File: src/rtl/clle_pkg.sv
`timescale 1ns / 1ps

package clle_pkg;

    // store geometry
    localparam int SLOTS     = 1024;
    localparam int LINK_W    = $clog2(SLOTS);
    localparam int POS_W     = 10;
    localparam int VAL_W     = 32;
    localparam int LEN_W     = 10;
    localparam int CMP_W     = ((LINK_W + 1) > POS_W) ? (LINK_W + 1) : POS_W;
    localparam int HEAD_SLOT = SLOTS - 1;
    localparam int FREE_SLOT = 0;

    localparam logic REQ_INSERT = 1'b0;
    localparam logic REQ_DELETE = 1'b1;

    typedef enum logic [1:0] {
        RA_ZERO,
        RA_HEAD,
        RA_RDATA
    } t_rd_addr_sel;

    typedef enum logic [2:0] {
        WA_CLR,
        WA_ZERO,
        WA_SLOT,
        WA_K,
        WA_J
    } t_wr_addr_sel;

    typedef enum logic [1:0] {
        WD_INIT,
        WD_RDATA,
        WD_SLOT,
        WD_J
    } t_wr_data_sel;

    typedef struct packed {
        logic         in_ready;
        logic         rd_en;
        t_rd_addr_sel rd_addr_sel;
        logic         wr_en;
        t_wr_addr_sel wr_addr_sel;
        t_wr_data_sel wr_data_sel;
        logic         val_wr;
        logic         clr_inc;
        logic         init_walk;
        logic         step_walk;
        logic         load_slot;
        logic         load_j;
        logic         ok_set;
        logic         count_inc;
        logic         count_dec;
        logic         out_load;
    } t_cmd;

    typedef struct packed {
        logic range_ok;
        logic is_delete;
        logic rdata_zero;
        logic pos_one;
        logic hop_one;
        logic clr_last;
        logic out_free;
    } t_status;

endpackage

File: src/rtl/clle_ctrl.sv
`timescale 1ns / 1ps

module clle_ctrl
    import clle_pkg::*;
(
    input  logic    i_clk,
    input  logic    i_rst_n,
    input  logic    i_in_valid,
    input  t_status i_status,
    output t_cmd    o_cmd
);

    typedef enum logic [11:0] {
        S_CLEAR  = 12'b0000_0000_0001,
        S_IDLE   = 12'b0000_0000_0010,
        S_CHECK  = 12'b0000_0000_0100,
        S_IFREE  = 12'b0000_0000_1000,
        S_IPOP   = 12'b0000_0001_0000,
        S_WALK   = 12'b0000_0010_0000,
        S_KRD    = 12'b0000_0100_0000,
        S_ILINK  = 12'b0000_1000_0000,
        S_DJN    = 12'b0001_0000_0000,
        S_DF     = 12'b0010_0000_0000,
        S_DHEAD  = 12'b0100_0000_0000,
        S_FINISH = 12'b1000_0000_0000
    } t_state;

    t_state r_state, n_state;

    always_ff @(posedge i_clk) begin
        if (!i_rst_n) begin
            r_state <= S_CLEAR;
        end else begin
            r_state <= n_state;
        end
    end

    always_comb begin
        n_state = r_state;
        o_cmd   = '0;
        o_cmd.rd_addr_sel = RA_ZERO;
        o_cmd.wr_addr_sel = WA_CLR;
        o_cmd.wr_data_sel = WD_INIT;
        unique case (r_state)
            S_CLEAR: begin
                o_cmd.wr_en   = 1'b1;
                o_cmd.clr_inc = 1'b1;
                if (i_status.clr_last) begin
                    n_state = S_IDLE;
                end
            end
            S_IDLE: begin
                o_cmd.in_ready = 1'b1;
                if (i_in_valid) begin
                    n_state = S_CHECK;
                end
            end
            S_CHECK: begin
                if (!i_status.range_ok) begin
                    n_state = S_FINISH;
                end else if (i_status.is_delete) begin
                    o_cmd.rd_en       = 1'b1;
                    o_cmd.rd_addr_sel = RA_HEAD;
                    o_cmd.init_walk   = 1'b1;
                    n_state = i_status.pos_one ? S_KRD : S_WALK;
                end else begin
                    o_cmd.rd_en       = 1'b1;
                    o_cmd.rd_addr_sel = RA_ZERO;
                    n_state = S_IFREE;
                end
            end
            S_IFREE: begin
                if (i_status.rdata_zero) begin
                    n_state = S_FINISH;
                end else begin
                    o_cmd.load_slot   = 1'b1;
                    o_cmd.rd_en       = 1'b1;
                    o_cmd.rd_addr_sel = RA_RDATA;
                    n_state = S_IPOP;
                end
            end
            S_IPOP: begin
                o_cmd.wr_en       = 1'b1;
                o_cmd.wr_addr_sel = WA_ZERO;
                o_cmd.wr_data_sel = WD_RDATA;
                o_cmd.rd_en       = 1'b1;
                o_cmd.rd_addr_sel = RA_HEAD;
                o_cmd.init_walk   = 1'b1;
                n_state = i_status.pos_one ? S_KRD : S_WALK;
            end
            S_WALK: begin
                o_cmd.step_walk   = 1'b1;
                o_cmd.rd_en       = 1'b1;
                o_cmd.rd_addr_sel = RA_RDATA;
                if (i_status.hop_one) begin
                    n_state = S_KRD;
                end
            end
            S_KRD: begin
                if (!i_status.is_delete) begin
                    o_cmd.wr_en       = 1'b1;
                    o_cmd.wr_addr_sel = WA_SLOT;
                    o_cmd.wr_data_sel = WD_RDATA;
                    n_state = S_ILINK;
                end else begin
                    o_cmd.load_j = 1'b1;
                    if (i_status.rdata_zero) begin
                        n_state = S_FINISH;
                    end else begin
                        o_cmd.rd_en       = 1'b1;
                        o_cmd.rd_addr_sel = RA_RDATA;
                        n_state = S_DJN;
                    end
                end
            end
            S_ILINK: begin
                o_cmd.wr_en       = 1'b1;
                o_cmd.wr_addr_sel = WA_K;
                o_cmd.wr_data_sel = WD_SLOT;
                o_cmd.val_wr      = 1'b1;
                o_cmd.count_inc   = 1'b1;
                o_cmd.ok_set      = 1'b1;
                n_state = S_FINISH;
            end
            S_DJN: begin
                o_cmd.wr_en       = 1'b1;
                o_cmd.wr_addr_sel = WA_K;
                o_cmd.wr_data_sel = WD_RDATA;
                o_cmd.rd_en       = 1'b1;
                o_cmd.rd_addr_sel = RA_ZERO;
                n_state = S_DF;
            end
            S_DF: begin
                o_cmd.wr_en       = 1'b1;
                o_cmd.wr_addr_sel = WA_J;
                o_cmd.wr_data_sel = WD_RDATA;
                n_state = S_DHEAD;
            end
            S_DHEAD: begin
                o_cmd.wr_en       = 1'b1;
                o_cmd.wr_addr_sel = WA_ZERO;
                o_cmd.wr_data_sel = WD_J;
                o_cmd.count_dec   = 1'b1;
                o_cmd.ok_set      = 1'b1;
                n_state = S_FINISH;
            end
            S_FINISH: begin
                if (i_status.out_free) begin
                    o_cmd.out_load = 1'b1;
                    n_state = S_IDLE;
                end
            end
            default: begin
                n_state = S_IDLE;
            end
        endcase
    end

endmodule

File: config.mk
export PLATFORM = sky130hd
export DESIGN_NAME = clle_ctrl
export DESIGN_NICKNAME = d
export VERILOG_FILES = /design/src/rtl/clle_pkg.sv /design/src/rtl/clle_ctrl.sv
export SDC_FILE = /design/constraint.sdc
export NUM_CORES = 1
export LEC_CHECK = 0
export ABC_AREA = 1
export BUFFER_PORTS_ARGS = -buffer_cell sky130_fd_sc_hd__buf_2
export CORE_MARGIN = 1.5
export CORE_UTILIZATION = 33
export DETAILED_ROUTE_END_ITERATION = 6
export PLACE_DENSITY = 0.64
export RECOVER_POWER = 100
export SETUP_SLACK_MARGIN = 0.4
export SLEW_MARGIN = 10
export SYNTH_ARGS = -nofsm -noshare
export SYNTH_HDL_FRONTEND = slang
export SYNTH_SLANG_ARGS = --single-unit
File: constraint.sdc
create_clock -name i_clk -period 1.66 [get_ports i_clk]
set_input_delay 0 -clock i_clk [delete_from_list [all_inputs] [get_ports i_clk]]
set_output_delay 0 -clock i_clk [all_outputs]
set_load 0.02 [all_outputs]
==> flow_summary.json, run 1 <==
{
  "numCtsBuffers": 3,
  "pwr-share-seq": 0.421,
  "status": "finished, final reports clean",
  "synthArstFlopShare": 0,
  "grt_util_all_layers": 0.2065,
  "insertion_delay_ps": 290,
  "grt_max_degree": 9,
  "fin_cells": 240,
  "r2r_end": "r_state[6]$_SDFFE_PN0P_",
  "ir_worst_vdd_mv": 0.3350,
  "finalHoldViolations": 0,
  "io_buffers": 29,
  "r2r_start": "r_state[6]$_SDFFE_PN0P_",
  "initialDrtViolationCount": 48,
  "grt_overflow_total": 0,
  "worst_pin_slew_ps": 319.6,
  "setup_tns_ps": 0,
  "ys_types": 18,
  "p_int_mw": 0.4804,
  "start_util": 0.3584,
  "period_minus_slack_ps": 1646,
  "worst_setup_path_start_kind": "flop",
  "netlist_area_sq_um": 912.1,
  "ys_seq_area_frac": 0.2634,
  "diodes": 0,
  "p_per_area_nw_per_um2": 437.5,
  "cts.sinks": 12,
  "fill_cells": 229,
  "vias_per_cell": 5.004,
  "critPathKind": "flop to primary output",
  "drive_above_1_share": 0.5667,
  "clkSlewWorstSetupHoldPaths_ps": 70,
  "nets": 222,
  "row_count": 18,
  "grt_pass1_vias": 1156,
  "yosys.area.top_type": "dfxtp_1",
  "die_w_microns": 55.58,
  "syn_inst": 156,
  "synthTopCellsByArea": "dfxtp_1 (26%), nand2_1 (15%), inv_1 (14%)",
  "fmax_mhz": 607.4,
  "holdWs_ps": 21.92,
  "die_h_microns": 55.58,
  "finish.instance_area_sq_um": 1639,
  "swShare": 0.3300,
  "syn_area_per_cell_sq_um": 5.847,
  "hold_end": "r_state[3]$_SDFFE_PN0P_",
  "place_congestion": 0.8698,
  "routed_wl_microns": 3217,
  "htree_levels": 1,
  "max-slew-margin-rel": 0.7867,
  "cp_max_fo": 4,
  "hp-start": "i_status[6]",
  "rsz0062_at_grt": "true",
  "dp.cells": 214,
  "synth_most_common_cell": "nand2_1",
  "rr_worst_depth": 11,
  "setup_viol": 0,
  "top_regs": "r_state (12)",
  "clock_path_buffers": 2,
  "grt_first_pass_wirelength_microns": 5023,
  "min_path_type": "input port to flop",
  "dr.pass1.iters": 4,
  "ff2ff_setup_slack_ps": 100,
  "ant_nets": 0,
  "yosys_warnings": 0,
  "placed_area_sq_um": 1117,
  "power_frac_comb": 0.314,
  "routedWlPerCell_microns": 13.40,
  "synth_fp_nets": 166,
  "drc": 0,
  "crit_arrival_ps": 1650,
  "die_area_sq_um": 3089,
  "vias": 1201,
  "finalCritPeriodShare": 0.9918,
  "fin_util": 0.6441,
  "largest_reg_flops": 12,
  "yosysTopAreaCellShare": 0.2634,
  "switchingPower_mw": 0.2366,
  "worst_ep_required_time_ps": 1660,
  "core-area_sq_um": 2545,
  "root_buffer": "clkbuf_4",
  "post-dp-hpwl_microns": 1916,
  "synth_common_cells": "nand2_1 (36), inv_1 (34), nor2_1 (22)",
  "cts_tree": "done",
  "area_delta_synth_final_pct": 79.70,
  "finalClockSkew_ps": 1.599,
  "max_cap_violations": 0,
  "slew_viol_final": 0,
  "p_leak_nw": 0.9322,
  "p_clk_frac": 0.265,
  "endpoint_kind": "primary output",
  "holdPathStages": 3,
  "ios": 30,
  "synth_edf_count": 0,
  "antenna_found_initial": 0,
  "synth-main-ff-cell": "dfxtp_1",
  "ys_ff_latch": 12,
  "largest_register": "r_state"
}
power by group through the flow:
stage	sequential [mW]	clock [mW]	combinational (mW)
after floorplan	0.306	0	0.0837
after global placement	0.307	0	0.119
after detailed placement	0.308	0	0.121
after CTS	0.302	0.180	0.209
after global routing	0.303	0.198	0.240
final	0.302	0.190	0.225
critical path: stages (launching register included):
cell,delay [ps]
dfxtp_2,340
nor2_4,140
nand2_4,90
nor2_4,150
nand2_2,100
nor2_4,130
nand2_2,100
nand3_4,80
nand3b_1,120
buf_6,120
repair_timing:
| action | 4_1_cts | 5_1_grt |
|---|---|---|
| setup endpoints to repair | 26 | 27 |
| pin swaps | 13 | 11 |
| gates resized for setup | 82 | 23 |
| setup buffers | 15 | 5 |
| cloned | 0 | 0 |
| hold buffers | 3 | 0 |
| endpoints found under the hold margin | 4 | 0 |
metrics by stage:
stage               power, mW  setup slack, ps
finish                 0.7170            13.56
global route           0.7412           -51.55
CTS                    0.6905            82.87
detailed placement     0.4290            220.8
global placement       0.4262            244.6
floorplan              0.3901            257.4
routing by layer:
layer | track usage | up-vias | wire length [microns]
met2 | 0.3418 | 63 | 1575
met5 | 0 | - | 0
li1 | - | 584 | -
met1 | 0.2410 | 531 | 1253
met4 | 0.1359 | 0 | 182
met3 | 0.03953 | 23 | 206
cells in the final DEF (no fill, tap or decap):
cell | Yosys | layout
nand4_1 | 1 | 1
nor2_1 | 22 | 15
nand2_2 | 5 | 10
nand4_2 | 1 | 1
nand3_2 | 1 | 6
nand3_1 | 20 | 13
nor3_2 | 0 | 2
nand3b_1 | 4 | 4
buf_4 | 1 | 17
inv_2 | 1 | 9
nand2_4 | 1 | 8
a21oi_1 | 1 | 1
dlygate4sd3_1 | 0 | 3
buf_2 | 0 | 9
nand2_1 | 36 | 24
nand3_4 | 0 | 2
nor2_2 | 7 | 4
inv_1 | 34 | 26
dfxtp_4 | 0 | 2
nor3_1 | 5 | 3
buf_6 | 0 | 23
o22ai_1 | 1 | 1
dfxtp_2 | 0 | 10
clkbuf_4 | 0 | 3
nor2_4 | 3 | 13
layout make-up:
class,instances,area [sq um],share of cell area
inverters,35,131.4,0.08015
multi-input cells,108,725.7,0.4427
flip-flops and latches,12,260.3,0.1588
clock buffers,3,22.52,0.01374
repair buffers,52,461.7,0.2817
well taps,30,37.54,0.02290
how the worst max path moves through the flow:
| stage | cells past startpoint | slack, ps | start | end |
|---|---|---|---|---|
| floorplan | 8 | 260 | r_state[11]$_SDFFE_PN0P_ | o_cmd[18] |
| global placement | 9 | 240 | r_state[6]$_SDFFE_PN0P_ | r_state[6]$_SDFFE_PN0P_ |
| detailed placement | 9 | 220 | r_state[4]$_SDFFE_PN0P_ | r_state[6]$_SDFFE_PN0P_ |
| CTS | 9 | 80 | r_state[1]$_SDFFE_PN0P_ | o_cmd[18] |
| global route | 9 | -50 | r_state[0]$_SDFFE_PN1P_ | o_cmd[18] |
| finish | 9 | 10 | r_state[0]$_SDFFE_PN1P_ | o_cmd[18] |
logic make-up (layout without fill, tap and decap cells):
| group | count (synthesis) | in the layout | share of synthesized area |
|---|---|---|---|
| and+or+nand+nor | 106 | 106 | 0.5720 |
| buffers and inverters | 36 | 90 | 0.1523 |
| DFF | 12 | 12 | 0.2634 |
| AOI/OAI and AO/OA | 2 | 2 | 0.01234 |
(Power assumes the default switching activity.)
==> run 2: changes to the inputs <==
--- a/config.mk
+++ b/config.mk
@@ -6,11 +6,12 @@
 export NUM_CORES = 1
 export LEC_CHECK = 0
 export ABC_AREA = 1
-export BUFFER_PORTS_ARGS = -buffer_cell sky130_fd_sc_hd__buf_2
-export CORE_MARGIN = 1.5
+export CORE_MARGIN = 2
 export CORE_UTILIZATION = 33
+export CTS_CLUSTER_DIAMETER = 120
 export DETAILED_ROUTE_END_ITERATION = 6
-export PLACE_DENSITY = 0.64
+export DONT_BUFFER_PORTS = 1
+export PLACE_DENSITY = 0.55
 export RECOVER_POWER = 100
 export SETUP_SLACK_MARGIN = 0.4
 export SLEW_MARGIN = 10
==> run 2 against run 1 <==
Net effect: highest routed layer unchanged; register-to-register slack worse by 20 ps; combinational power is 7% higher; count of clock-buffer cells in the layout is 1 higher; utilization is 2.7 points lower; sequential cell count stayed put; largest cell class unchanged; global-route usage is 2.1 points lower.
==> flow_summary.json, run 2 (same netlist as run 1, synthesis figures left out) <==
{
  "htree_levels": 1,
  "numCtsBuffers": 3,
  "r2r_end": "r_state[1]$_SDFFE_PN0P_",
  "setup_tns_ps": 0,
  "io_buffers": 0,
  "regArea_sq_um": 257.7,
  "endpoint_kind": "primary output",
  "row_count": 19,
  "slew_viol_final": 0,
  "multi_input_area_sq_um": 868.3,
  "wl_met3_microns": 263,
  "r2r_start": "r_state[11]$_SDFFE_PN0P_",
  "dp.cells": 187,
  "finish.instance_area_sq_um": 1657,
  "max-slew-margin-rel": 0.7386,
  "post-dp-hpwl_microns": 1993,
  "cts_tree": "done",
  "rr_worst_depth": 12,
  "area_delta_synth_final_pct": 81.62,
  "worst_ep_required_time_ps": 1660,
  "ir_worst_vdd_mv": 0.2776,
  "ff2ff_setup_slack_ps": 80,
  "rsz0062_at_grt": "true",
  "ant_nets": 0,
  "fmax_mhz": 611.5,
  "setup_viol": 0,
  "ios": 30,
  "cp_max_fo": 4,
  "top_regs": "r_state (12)",
  "grt_max_degree": 9,
  "routed_wl_microns": 3176,
  "clkSlewWorstSetupHoldPaths_ps": 90,
  "fin_util": 0.6167,
  "vias": 1151,
  "hold_end": "r_state[11]$_SDFFE_PN0P_",
  "worst_setup_path_start_kind": "flop",
  "finalClockSkew_ps": 5.739,
  "drive_above_1_share": 0.5789,
  "dp_slack_ps": 171.2,
  "finalHoldViolations": 0,
  "cts.sinks": 12,
  "insertion_delay_ps": 280,
  "hp-start": "i_status[6]",
  "nets": 201,
  "vias_per_cell": 5.208,
  "dr.max_layer_used": "met4",
  "diodes": 0,
  "power.total_mw": 0.7826,
  "critPathKind": "flop to primary output",
  "initialDrtViolationCount": 56,
  "status": "finished, final reports clean",
  "p_leak_nw": 0.8244,
  "fill_cells": 222,
  "layout_commonest_cell": "inv_1",
  "dr.pass1.iters": 4,
  "grt_util_all_layers": 0.1857,
  "min_path_type": "input port to flop",
  "p_per_area_nw_per_um2": 472.4,
  "die_w_microns": 56.58,
  "start_util": 0.3395,
  "met2_length_microns": 1669,
  "grt_first_pass_wirelength_microns": 4685,
  "place_congestion": 0.8435,
  "holdWs_ps": 8.630,
  "clock_path_buffers": 2,
  "worst_pin_slew_ps": 390.7,
  "period_minus_slack_ps": 1635,
  "core-area_sq_um": 2686,
  "holdPathStages": 5,
  "routedWlPerCell_microns": 14.37,
  "finalWorstSetupSlack_ps": 24.63,
  "die_h_microns": 56.58,
  "largest_reg_flops": 12,
  "root_buffer": "clkbuf_4",
  "max_cap_violations": 0,
  "die_area_sq_um": 3201,
  "finalCritPeriodShare": 0.9852,
  "drt-met1-wl_microns": 1183,
  "largest_register": "r_state",
  "final_cell_mix": "inv_1 (25), nand2_1 (19), nor2_4 (16)",
  "drc": 0,
  "grt_overflow_total": 0,
  "grt_pass1_vias": 1050,
  "crit_arrival_ps": 1640,
  "placed_area_sq_um": 980.9,
  "fin_cells": 221,
  "antenna_found_initial": 0
}
==> run 2: final cells by class <==
class,instances,share of cell area
flip-flops and latches,12,0.1556
inverters,35,0.1005
multi-input cells,108,0.5242
well taps,31,0.02341
clock buffers,4,0.02190
repair buffers,31,0.1745
==> run 2: worst max-delay path, stage by stage, from the launching register on <==
cell and delay [ps]:
dfxtp_2 340, nor2_4 130, nand2_4 80, nor2_4 160, nand2_2 80, nor2_4 100
nand2_2 90, nand3_4 110, nand3b_1 260
==> run 2: layer usage <==
layer / vias up / track usage
met3: 8 / 0.04378
met2: 52 / 0.3322
met5: - / 0
met4: 0 / 0.05442
met1: 546 / 0.2172
li1: 545 / -
==> run 2: worst max-delay path by stage <==
stage                              end  slack, ps                      from  cells after the start
2_1_floorplan                o_cmd[18]        260  r_state[11]$_SDFFE_PN0P_                      8
3_3_place_gp   r_state[6]$_SDFFE_PN0P_        180   r_state[6]$_SDFFE_PN0P_                      9
3_5_place_dp   r_state[6]$_SDFFE_PN0P_        170   r_state[6]$_SDFFE_PN0P_                      9
4_1_cts                      o_cmd[18]         20   r_state[1]$_SDFFE_PN0P_                      7
5_1_grt                      o_cmd[18]        -60  r_state[11]$_SDFFE_PN0P_                      8
6_report                     o_cmd[18]         20  r_state[11]$_SDFFE_PN0P_                      8
==> run 2: repair_timing <==
action,4_1_cts,5_1_grt
pin swaps,12,18
resized for setup,58,57
hold buffers,6,0
buffers inserted,14,10
setup endpoints to repair,27,30
endpoints found under the hold margin,7,0
==> run 2: report_power, final <==
group          internal, mW  switching, mW  total, mW
clock                 0.133          0.107      0.240
sequential            0.294        0.00777      0.302
combinational         0.105          0.135      0.240
total                 0.533          0.250      0.783
==> run 3: changes to the inputs <==
--- a/config.mk
+++ b/config.mk
@@ -5,7 +5,7 @@
 export SDC_FILE = /design/constraint.sdc
 export NUM_CORES = 1
 export LEC_CHECK = 0
-export ABC_AREA = 1
+export ABC_AREA = 0
 export CORE_MARGIN = 2
 export CORE_UTILIZATION = 33
 export CTS_CLUSTER_DIAMETER = 120
==> run 3 against run 2 <==
Net effect: via count increased by 9.0%; register-to-register slack lost 210 ps; fmax down 14%; utilization up 8.9 points; synthesized area up 8.0%; worst hold slack better by 15 ps; the run now ends with DRC, setup timing left.
==> flow_summary.json, run 3 <==
{
  "status": "finished with violations",
  "violations": "DRC, setup timing",
  "finalHoldViolations": 0,
  "ys_ff_latch": 12,
  "cts.sinks": 12,
  "antenna_found_initial": 0,
  "ir_worst_vdd_mv": 0.4207,
  "dp.cells": 181,
  "yosys.area.top_type": "dfxtp_1",
  "holdPathStages": 2,
  "fin_cells": 219,
  "worst_pin_slew_ps": 361.6,
  "nets": 200,
  "grt_overflow_total": 0,
  "row_count": 19,
  "clkSlewWorstSetupHoldPaths_ps": 80,
  "vias_per_cell": 5.731,
  "numCtsBuffers": 3,
  "die_w_microns": 58.63,
  "diodes": 0,
  "endpoint_kind": "primary output",
  "drc": 2,
  "root_buffer": "clkbuf_4",
  "slowest_stage": "or3_4",
  "holdWs_ps": 23.66,
  "largest_register": "r_state",
  "grt_max_degree": 10,
  "layout_commonest_cell": "buf_4",
  "synth_edf_count": 0,
  "finalCritPeriodShare": 1.148,
  "synthArstFlopShare": 0,
  "yosys_warnings": 0,
  "critPathTopFamily": "simple AND/OR/NAND/NOR gates",
  "crit_arrival_ps": 1910,
  "grt_util_all_layers": 0.2329,
  "p_per_area_nw_per_um2": 405.6,
  "syn_inst": 120,
  "r2r_start": "r_state[11]$_SDFFE_PN0P_",
  "top_regs": "r_state (12)",
  "cts_tree": "done",
  "insertion_delay_ps": 290,
  "cp_max_fo": 3,
  "r2r_end": "r_state[5]$_SDFFE_PN0P_",
  "vias": 1255,
  "netlist_area_sq_um": 984.7,
  "grt_pass1_vias": 1222,
  "finalClockSkew_ps": 0.5110,
  "max_cap_violations": 0,
  "routed_wl_microns": 3894,
  "fmax_mhz": 524.9,
  "rsz0062_at_grt": "true",
  "yosysTopAreaCellShare": 0.2440,
  "finalWorstSetupSlack_ps": -245.0,
  "syn_area_per_cell_sq_um": 8.206,
  "synthTopCellsByArea": "dfxtp_1 (24%), nor2_1 (4.6%), nor3b_1 (4.6%)",
  "place_congestion": 0.8283,
  "initialDrtViolationCount": 20,
  "area_delta_synth_final_pct": 101.0,
  "ios": 30,
  "die_h_microns": 58.63,
  "placed_area_sq_um": 1335,
  "hp-start": "i_rst_n",
  "drive_above_1_share": 0.6755,
  "rr_worst_depth": 8,
  "routedWlPerCell_microns": 17.78,
  "setup_viol": 16,
  "fill_cells": 190,
  "min_path_type": "input port to flop",
  "clock_path_buffers": 2,
  "synth_common_cells": "dfxtp_1 (12), nor2_1 (12), inv_1 (8), nor3_1 (8)",
  "p_leak_nw": 0.8268,
  "io_buffers": 0,
  "die_area_sq_um": 3437,
  "post-dp-hpwl_microns": 2303,
  "period_minus_slack_ps": 1905,
  "cp_cell_sequence": "buf_6 > nor4_4 > nand3_1 > or3_4 > nand3b_1",
  "hold_end": "r_state[5]$_SDFFE_PN0P_",
  "final_cell_mix": "buf_4 (41), buf_6 (25), nor2_1 (9)",
  "ys_types": 46,
  "htree_levels": 1,
  "ff2ff_setup_slack_ps": -130,
  "dr.pass1.iters": 6,
  "grt_first_pass_wirelength_microns": 6072,
  "ys_seq_area_frac": 0.2440,
  "ant_nets": 0,
  "worst_setup_path_start_kind": "flop",
  "core-area_sq_um": 2805,
  "critPathKind": "flop to primary output",
  "finish.instance_area_sq_um": 1979,
  "slew_viol_final": 0,
  "worst_ep_required_time_ps": 1660,
  "largest_reg_flops": 12,
  "start_util": 0.3510,
  "max-slew-margin-rel": 0.7587,
  "synth-main-ff-cell": "dfxtp_1",
  "synth_fp_nets": 130,
  "crit_buf_inv": 1,
  "cpPeakStageDelay_ps": 430
}
## run 3: per-stage QoR
| stage | setup slack [ps] | TNS (ps) | total power, mW | util |
|---|---|---|---|---|
| floorplan | -99.53 | -275.3 | 0.4438 | - |
| global placement | -35.66 | -42.30 | 0.5182 | 0.4759 |
| detailed placement | -26.05 | -79.48 | 0.5186 | 0.4759 |
| CTS | -237.2 | -1891 | 0.7614 | 0.6360 |
| global route | -302.8 | -3597 | 0.8540 | 0.7056 |
| finish | -245.0 | -2112 | 0.8028 | 0.7056 |
## run 3: worst reg2reg max path, delay by kind of cell, from the launching register on
family / cells / cell delay (ps)
DFF: 1 / 360
AOI/OAI and AO/OA: 2 / 390
and+or+nand+nor: 3 / 520
buffers and inverters: 3 / 460
## run 3: repair_timing
| item | CTS | global route |
|---|---|---|
| hold buffers | 6 | 0 |
| pin swaps | 23 | 32 |
| endpoints found under the hold margin | 9 | 0 |
| setup endpoints to repair | 32 | 32 |
| resized for setup | 53 | 30 |
| buffers inserted | 17 | 12 |
## run 3: kinds of logic after synthesis
family	count (synthesis)	share of synthesized area
AOI/OAI and AO/OA	18	0.1474
xor gates and xnor gates	5	0.04448
buffers and inverters	16	0.08258
DFF	12	0.2440
and+or+nand+nor	69	0.4816
## run 3: routing by layer
layer  vias to the layer above  GRT usage  part of all wire
li1                        581          -                 -
met1                       614     0.2753              0.40
met5                         -          0                 0
met3                        17    0.02637             0.047
met4                         0     0.1039             0.031
met2                        43     0.4205              0.53
## run 3: power breakdown
group / internal [mW] / switching, mW
Combinational: 0.165 / 0.134
Sequential: 0.286 / 0.0254
Clock: 0.0845 / 0.108
## run 3: how the worst max path moves through the flow
stage	slack (ps)	startpoint	depth (start not counted)	to
after floorplan	-100	r_state[9]$_SDFFE_PN0P_	6	o_cmd[18]
after global routing	-300	r_state[4]$_SDFFE_PN0P_	5	o_cmd[16]
after CTS	-240	r_state[3]$_SDFFE_PN0P_	5	o_cmd[18]
final	-250	r_state[11]$_SDFFE_PN0P_	5	o_cmd[18]
after detailed placement	-30	r_state[0]$_SDFFE_PN1P_	5	r_state[1]$_SDFFE_PN0P_
after global placement	-40	r_state[1]$_SDFFE_PN0P_	6	r_state[1]$_SDFFE_PN0P_
## run 3: area by class of cell
type                    instances  area, sq um  area share
multi-input cells              92        938.4      0.4741
repair buffers                 73        669.4      0.3382
flip-flops and latches         12        275.3      0.1391
well taps                      31        38.79     0.01960
inverters                       8        35.03     0.01770
clock buffers                   3        22.52     0.01138
